$ cat src/design/gcmb_pkg.sv
// ----------------------------------------------------------------------------
// gcmb_pkg
// Shared types, operation codes and helpers for the mark bitmap engine.
// ----------------------------------------------------------------------------
package gcmb_pkg;

    localparam int WORD_BITS = 64;
    localparam int BIT_W     = 6;
    localparam int SLOT_W    = 12;

    typedef enum logic [2:0] {
        KIND_BARRIER = 3'd0,
        KIND_MARK    = 3'd1,
        KIND_BEGIN   = 3'd2,
        KIND_DRAIN   = 3'd3,
        KIND_SWEEP   = 3'd4,
        KIND_END     = 3'd5
    } kind_t;

    typedef struct packed {
        kind_t                  kind;
        logic [SLOT_W-1:0]      slot;
        logic                   slot_live;
        logic                   major;
        logic [BIT_W-1:0]       sweep_word;
        logic [WORD_BITS-1:0]   live_word;
    } in_item_t;

    typedef struct packed {
        logic                   flag;
        logic [SLOT_W-1:0]      slot_out;
        logic                   valid_res;
        logic                   last;
    } out_item_t;

    // controller -> datapath
    typedef struct packed {
        logic latch;
        logic exec;
        logic step;
    } dp_cmd_t;

    // datapath -> controller
    typedef struct packed {
        logic out_free;
        logic sweep_go;
        logic sweep_last;
    } dp_status_t;

    // Index of the lowest set bit; zero when none is set.
    function automatic logic [BIT_W-1:0] lowest_set(input logic [WORD_BITS-1:0] v);
        logic [BIT_W-1:0] idx;
        idx = '0;
        for (int i = WORD_BITS - 1; i >= 0; i--) begin
            if (v[i]) begin
                idx = BIT_W'(i);
            end
        end
        return idx;
    endfunction

endpackage

$ cat src/design/gcmb_ctrl.sv
// ----------------------------------------------------------------------------
// gcmb_ctrl
// Sequencer: accept, read bitmaps, execute, then walk sweep results.
// ----------------------------------------------------------------------------
module gcmb_ctrl (
    input  logic                 aclk,
    input  logic                 aresetn,
    input  logic                 s_valid,
    output logic                 s_ready,
    input  gcmb_pkg::dp_status_t st,
    output gcmb_pkg::dp_cmd_t    cmd
);

    typedef enum logic [1:0] {
        ST_IDLE,
        ST_READ,
        ST_EXEC,
        ST_SWEEP
    } state_t;

    state_t state_reg;
    state_t state_next;

    assign s_ready = (state_reg == ST_IDLE);

    always_comb begin
        state_next = state_reg;
        cmd        = '0;
        unique case (state_reg)
            ST_IDLE: begin
                if (s_valid) begin
                    cmd.latch  = 1'b1;
                    state_next = ST_READ;
                end
            end
            ST_READ: begin
                state_next = ST_EXEC;
            end
            ST_EXEC: begin
                if (st.out_free) begin
                    cmd.exec   = 1'b1;
                    state_next = st.sweep_go ? ST_SWEEP : ST_IDLE;
                end
            end
            ST_SWEEP: begin
                if (st.out_free) begin
                    cmd.step = 1'b1;
                    if (st.sweep_last) begin
                        state_next = ST_IDLE;
                    end
                end
            end
            default: state_next = ST_IDLE;
        endcase
    end

    always_ff @(posedge aclk) begin
        if (!aresetn) begin
            state_reg <= ST_IDLE;
        end else begin
            state_reg <= state_next;
        end
    end

    a_one_cmd: assert property (@(posedge aclk) disable iff (!aresetn)
        $onehot0({cmd.latch, cmd.exec, cmd.step}))
        else $error("more than one datapath command");
    a_exec_leaves: assert property (@(posedge aclk) disable iff (!aresetn)
        cmd.exec |=> (state_reg == ST_IDLE || state_reg == ST_SWEEP))
        else $error("controller stuck in execute");
    a_latch_read: assert property (@(posedge aclk) disable iff (!aresetn)
        cmd.latch |=> (state_reg == ST_READ))
        else $error("accept not followed by read");

endmodule

$ cat config.mk
export PLATFORM = sky130hd
export DESIGN_NAME = gcmb_ctrl
export DESIGN_NICKNAME = d
export VERILOG_FILES = /design/src/design/gcmb_pkg.sv /design/src/design/gcmb_ctrl.sv
export SDC_FILE = /design/constraint.sdc
export NUM_CORES = 1
export LEC_CHECK = 0
export BUFFER_PORTS_ARGS = -buffer_cell sky130_fd_sc_hd__buf_2
export CAP_MARGIN = 20
export CORE_AREA = 2 2 39 41
export DETAILED_ROUTE_END_ITERATION = 10
export DIE_AREA = 0 0 41 43
export GPL_ROUTABILITY_DRIVEN = 0
export GPL_TIMING_DRIVEN = 0
export PLACE_DENSITY = 0.33
export SLEW_MARGIN = 20
export SYNTH_ARGS = -nofsm -noshare
export SYNTH_HDL_FRONTEND = slang
export SYNTH_SLANG_ARGS = --single-unit
$ cat constraint.sdc
create_clock -name aclk -period 1.5 [get_ports aclk]
set_input_delay 0.075 -clock aclk [delete_from_list [all_inputs] [get_ports aclk]]
set_output_delay 0.075 -clock aclk [all_outputs]
set_load 0.005 [all_outputs]
=== Word-level counts from Yosys, hierarchy flattened ===
Index checks and enable logic that the tools add are counted.
W data, S select, Z words.

* Register bits after elaboration: 2
* Bits in latches: 0
* Bits in writable memories: 0
* Bits in read-only memories: 0
* Output and inout port bits: 4
* Logic and storage cells: 21
* Memories: 0

* Add/sub/neg operators: 0
* $mul: 0
* Divide/modulo/power cells: 0
* $lt $le $gt $ge: 0
* Equality and inequality tests: 7
* Shifts and indexed selects: 0
* Muxes and demuxes: 11
* Bitwise operators: 0
* Reduce and logical (&&, ||, !) cells: 2

{| class="wikitable"
|+ Operator list
! kind !! count
|-
| $mux W2 || 5
|-
| $ne A2 B2 Y1 const B || 4
|-
| $pmux W2 S4 || 1
|-
| $mux W1 || 5
|-
| $eq A2 B2 Y1 const B || 2
|-
| $reduce_and A4 Y1 || 1
|-
| $eq A2 B1 Y1 const B || 1
|-
| $logic_not A2 Y1 || 1
|}

=== Logic depth before layout (Yosys ltp) ===
* Depth in word-level cells: 3
* Gate-level depth with buffers: 4
* Depth with buffers taken out: 3

=== Worst setup path before layout ===
No wires, ideal clock.

* Kind: register to register
* From: register state_reg[0]
* To: register state_reg[0]
* Arrival: 0.884 ns
* Required time: 1.409 ns
* Slack: 0.525 ns
* Stages on the path, launching flop included: 5
* Path buffers: 1
* Period minus slack after synthesis: 0.975 ns
* Path through: dfxtp_1 -> buf_6 -> nor3b_4 -> o21ai_1 -> a311oi_1

* Word-level cells in the longest chain between the ends: 3
* Elaborated cells between the ends (all ways): 10

{| class="wikitable"
|+ Ends and longest elaborated chain
! item !! line !! text
|-
| start: declaration || gcmb_ctrl.sv:21 || <nowiki>state_t state_reg;</nowiki>
|-
| start signal: assignment || gcmb_ctrl.sv:61 || <nowiki>state_reg <= state_next;</nowiki>
|-
| $eq A2 B2 Y1 or $logic_not A2 Y1 (tied branches) || gcmb_ctrl.sv:29 || <nowiki>unique case (state_reg)</nowiki>
|-
| $ne A2 B2 Y1 (no line) || n/a ||
|-
| $reduce_and A4 Y1 (no line) || n/a ||
|}

Parallel ways exist; a longest one is shown, timed or not.
A chain may end at the register's enable or synchronous reset.

==> metrics.md <==
| Metric | Value |
|---|---|
| Fin crit period | `approximately 1.1 ns` |
| DRC | `0` |
| Hold_ws | `about 0.054 ns` |
| Leak | `0.1062 nW` |
| Die Width | `around 41 µm` |
| Worst-skew pair later-pin latency | `roughly 0.23 ns` |
| GRT Util Overall | `just over 6%` |
| Max FFs per register | `2` |
| Max Clock Skew | `0.001981 ns` |
| Vias/cell | `~3.6` |
| Die Height | `approximately 43 µm` |
| Final setup margin | `~0.39 ns` |
| Placed instance area | `roughly 200 µm²` |
| DRT Wirelength | `around 380 µm` |
| # clock sinks | `2` |
| Crit path largest cell delay | `0.46 ns` |
| Final TNS setup | `0 ns` |
| Via count | `around 160` |
| Worst ir drop on vdd | `approximately 0.2 mV` |
| Starting DRT DRC Count | `1` |
| CTS resizes | `0` |
| R2R setup slack | `around 0.49 ns` |
| Post-layout instance area | `226.5 µm²` |
| Max clock buf depth | `2` |
| Post CTS Setup Buffer Count | `0` |
| Row count | `14` |
| Worst Path Required | `1.42 ns` |
| Vias in the first global route | `167` |
| Initial antenna violation count | `0` |
| Starting Density | `between 10 and 15%` |
| First-pass GRT wire length | `roughly 660 µm` |
| Worst-Margin Slew | `between 0.2 and 0.3 ns` |
| Max-slew violations | `0` |
| Crit path arrival time | `~1 ns` |
| Flops & latches, synth | `2` |
| Seq/Total Area, Yosys | `between 20% and 30%` |
| Final period utilization | `73.74%` |
| Die area | `approximately 0.0018 mm²` |
| First-pass DRT Iterations | `2` |
| GRT overflow | `0` |
| Diode count | `0` |
| Max_cap viols | `0` |
| Yosys warnings | `0` |
| I/O pin cnt | `10` |
| Cts hold-fix bufs | `0` |
| Unrepaired setup endpoints after global routing | `no` |
| Total power | `0.2365 mW` |
| Fraction of layout cells with a size suffix above 1 | `50.00%` |
| Largest net degree at the start of global routing | `9` |
| Mapped Nets | `22` |
| Final hold violations | `0` |
| Critical setup path kind | `reg -> out` |
| Port Buf Inserts | `9` |
| CP Max Fanout | `7` |
| Total CTS buffers | `3` |
| Slowest-stage cell, CP | `dfxtp_1` |
| Status | `complete, no violations` |
| Post-Layout Cell Count | `44` |
| Area Overhead vs Synth | `63.06%` |
| CP top delay family | `flip-flops` |
| Mapped Area | `~140 µm²` |
| CTS tree | `built` |
| Average cell area after synthesis | `a little under 9 µm²` |
| Final setup vio count | `0` |
| Syn Inst Count | `16` |
| Placed cells | `41` |
| Slew HR | `around 82%` |
| H-tree depth | `1` |
| Worst-path clk slew | `roughly 0.030 ns` |
| DRT antenna net count | `0` |
| Setup crit start kind | `flop` |
| Clk root buf | `clkbuf_4` |
| Wire per inst | `~8.6 µm` |
| Crit-path cells | `and3_1 -> buf_2` |
| Fin nets | `36` |
| Count of cell types in the netlist | `14` |
| Dpl ws | `between 0.4 and 0.5 ns` |
| Max Freq | `~0.9 GHz` |
| Post-route core utilization | `approximately 16%` |
| Worst Hold Class | `in -> reg` |
| Power Dens Cells | `approximately 1000 mW/mm²` |
| CP bufs+invs | `1` |
| Crit end category | `output port` |
| Core region area | `approximately 0.0014 mm²` |
placed cells by master (no fill, tap or decap):
master    netlist  routed
a21oi_1         1       1
nor3b_1         1       1
nand2b_1        1       1
buf_6           1       1
inv_1           1       1
o21ai_1         1       1
a211oi_1        1       1
nor3b_4         1       1
dfxtp_1         2       2
a311oi_1        1       1
and3_1          1       1
buf_2           0       9
nand2_1         1       1
nor2_1          2       2
clkbuf_4        0       3
o21a_1          1       1
Yosys cell counts (all sizes together):
cell    count  area share [%]
nor3b       2              19
o21ai       1             3.6
a211oi      1             5.4
and3        1             4.5
o21a        1             5.4
dfxtp       2              29
buf         1             8.1
nand2b      1             4.5
a311oi      1             6.3
nand2       1             2.7
nor2        2             5.4
a21oi       1             3.6
inv         1             2.7
path summary, 6_finish.rpt:
check                               to                       from  cells after the start
max                             cmd[0]  state_reg[1]$_SDFFE_PN0P_                      2
min          state_reg[1]$_SDFFE_PN0P_                      st[0]                      2
min reg2reg  state_reg[0]$_SDFFE_PN0P_  state_reg[0]$_SDFFE_PN0P_                      2
max reg2reg  state_reg[0]$_SDFFE_PN0P_  state_reg[0]$_SDFFE_PN0P_                      4
layout make-up:
type                       count  area, µm²
fill                         159       1157
multi-input combinational     12      83.83
timing repair buffer           9      45.04
sequential                     2      40.04
clock buffer                   3      22.52
tap                           16      20.02
buffer                         1      11.26
inverter                       1      3.754
power breakdown:
group          internal (mW)  leakage (nW)  switching [mW]
registers             0.0589        0.0165         0.00619
clock network         0.0885        0.0138          0.0328
logic                 0.0282        0.0759          0.0220
total                  0.176         0.106          0.0610
logic make-up (layout without fill, tap and decap cells):
family | after synthesis | in the layout | synth area share, %
DFF | 2 | 2 | 28.83
and+or+nand+nor | 7 | 7 | 36.04
AOI/OAI and AO/OA | 5 | 5 | 24.32
buffers and inverters | 2 | 14 | 10.81
per-layer routing:
| layer | vias to the layer above | track usage [%] | part of all wire [%] |
|---|---|---|---|
| met4 | 0 | 8.000 | 2.9 |
| met1 | 62 | 7.668 | 43 |
| li1 | 81 | - | - |
| met2 | 12 | 5.938 | 40 |
| met5 | - | 0 | 0 |
| met3 | 2 | 3.141 | 14 |
worst reg2reg max path: cells and delay by family, from the launching register on:
family / cells / cell delay [ns]
AO/OA/AOI/OAI: 2 / 0.33
flip-flops: 1 / 0.29
AND/OR/NAND/NOR: 1 / 0.17
buffers and inverters: 1 / 0.13
Power figures use the tool's default switching activity.
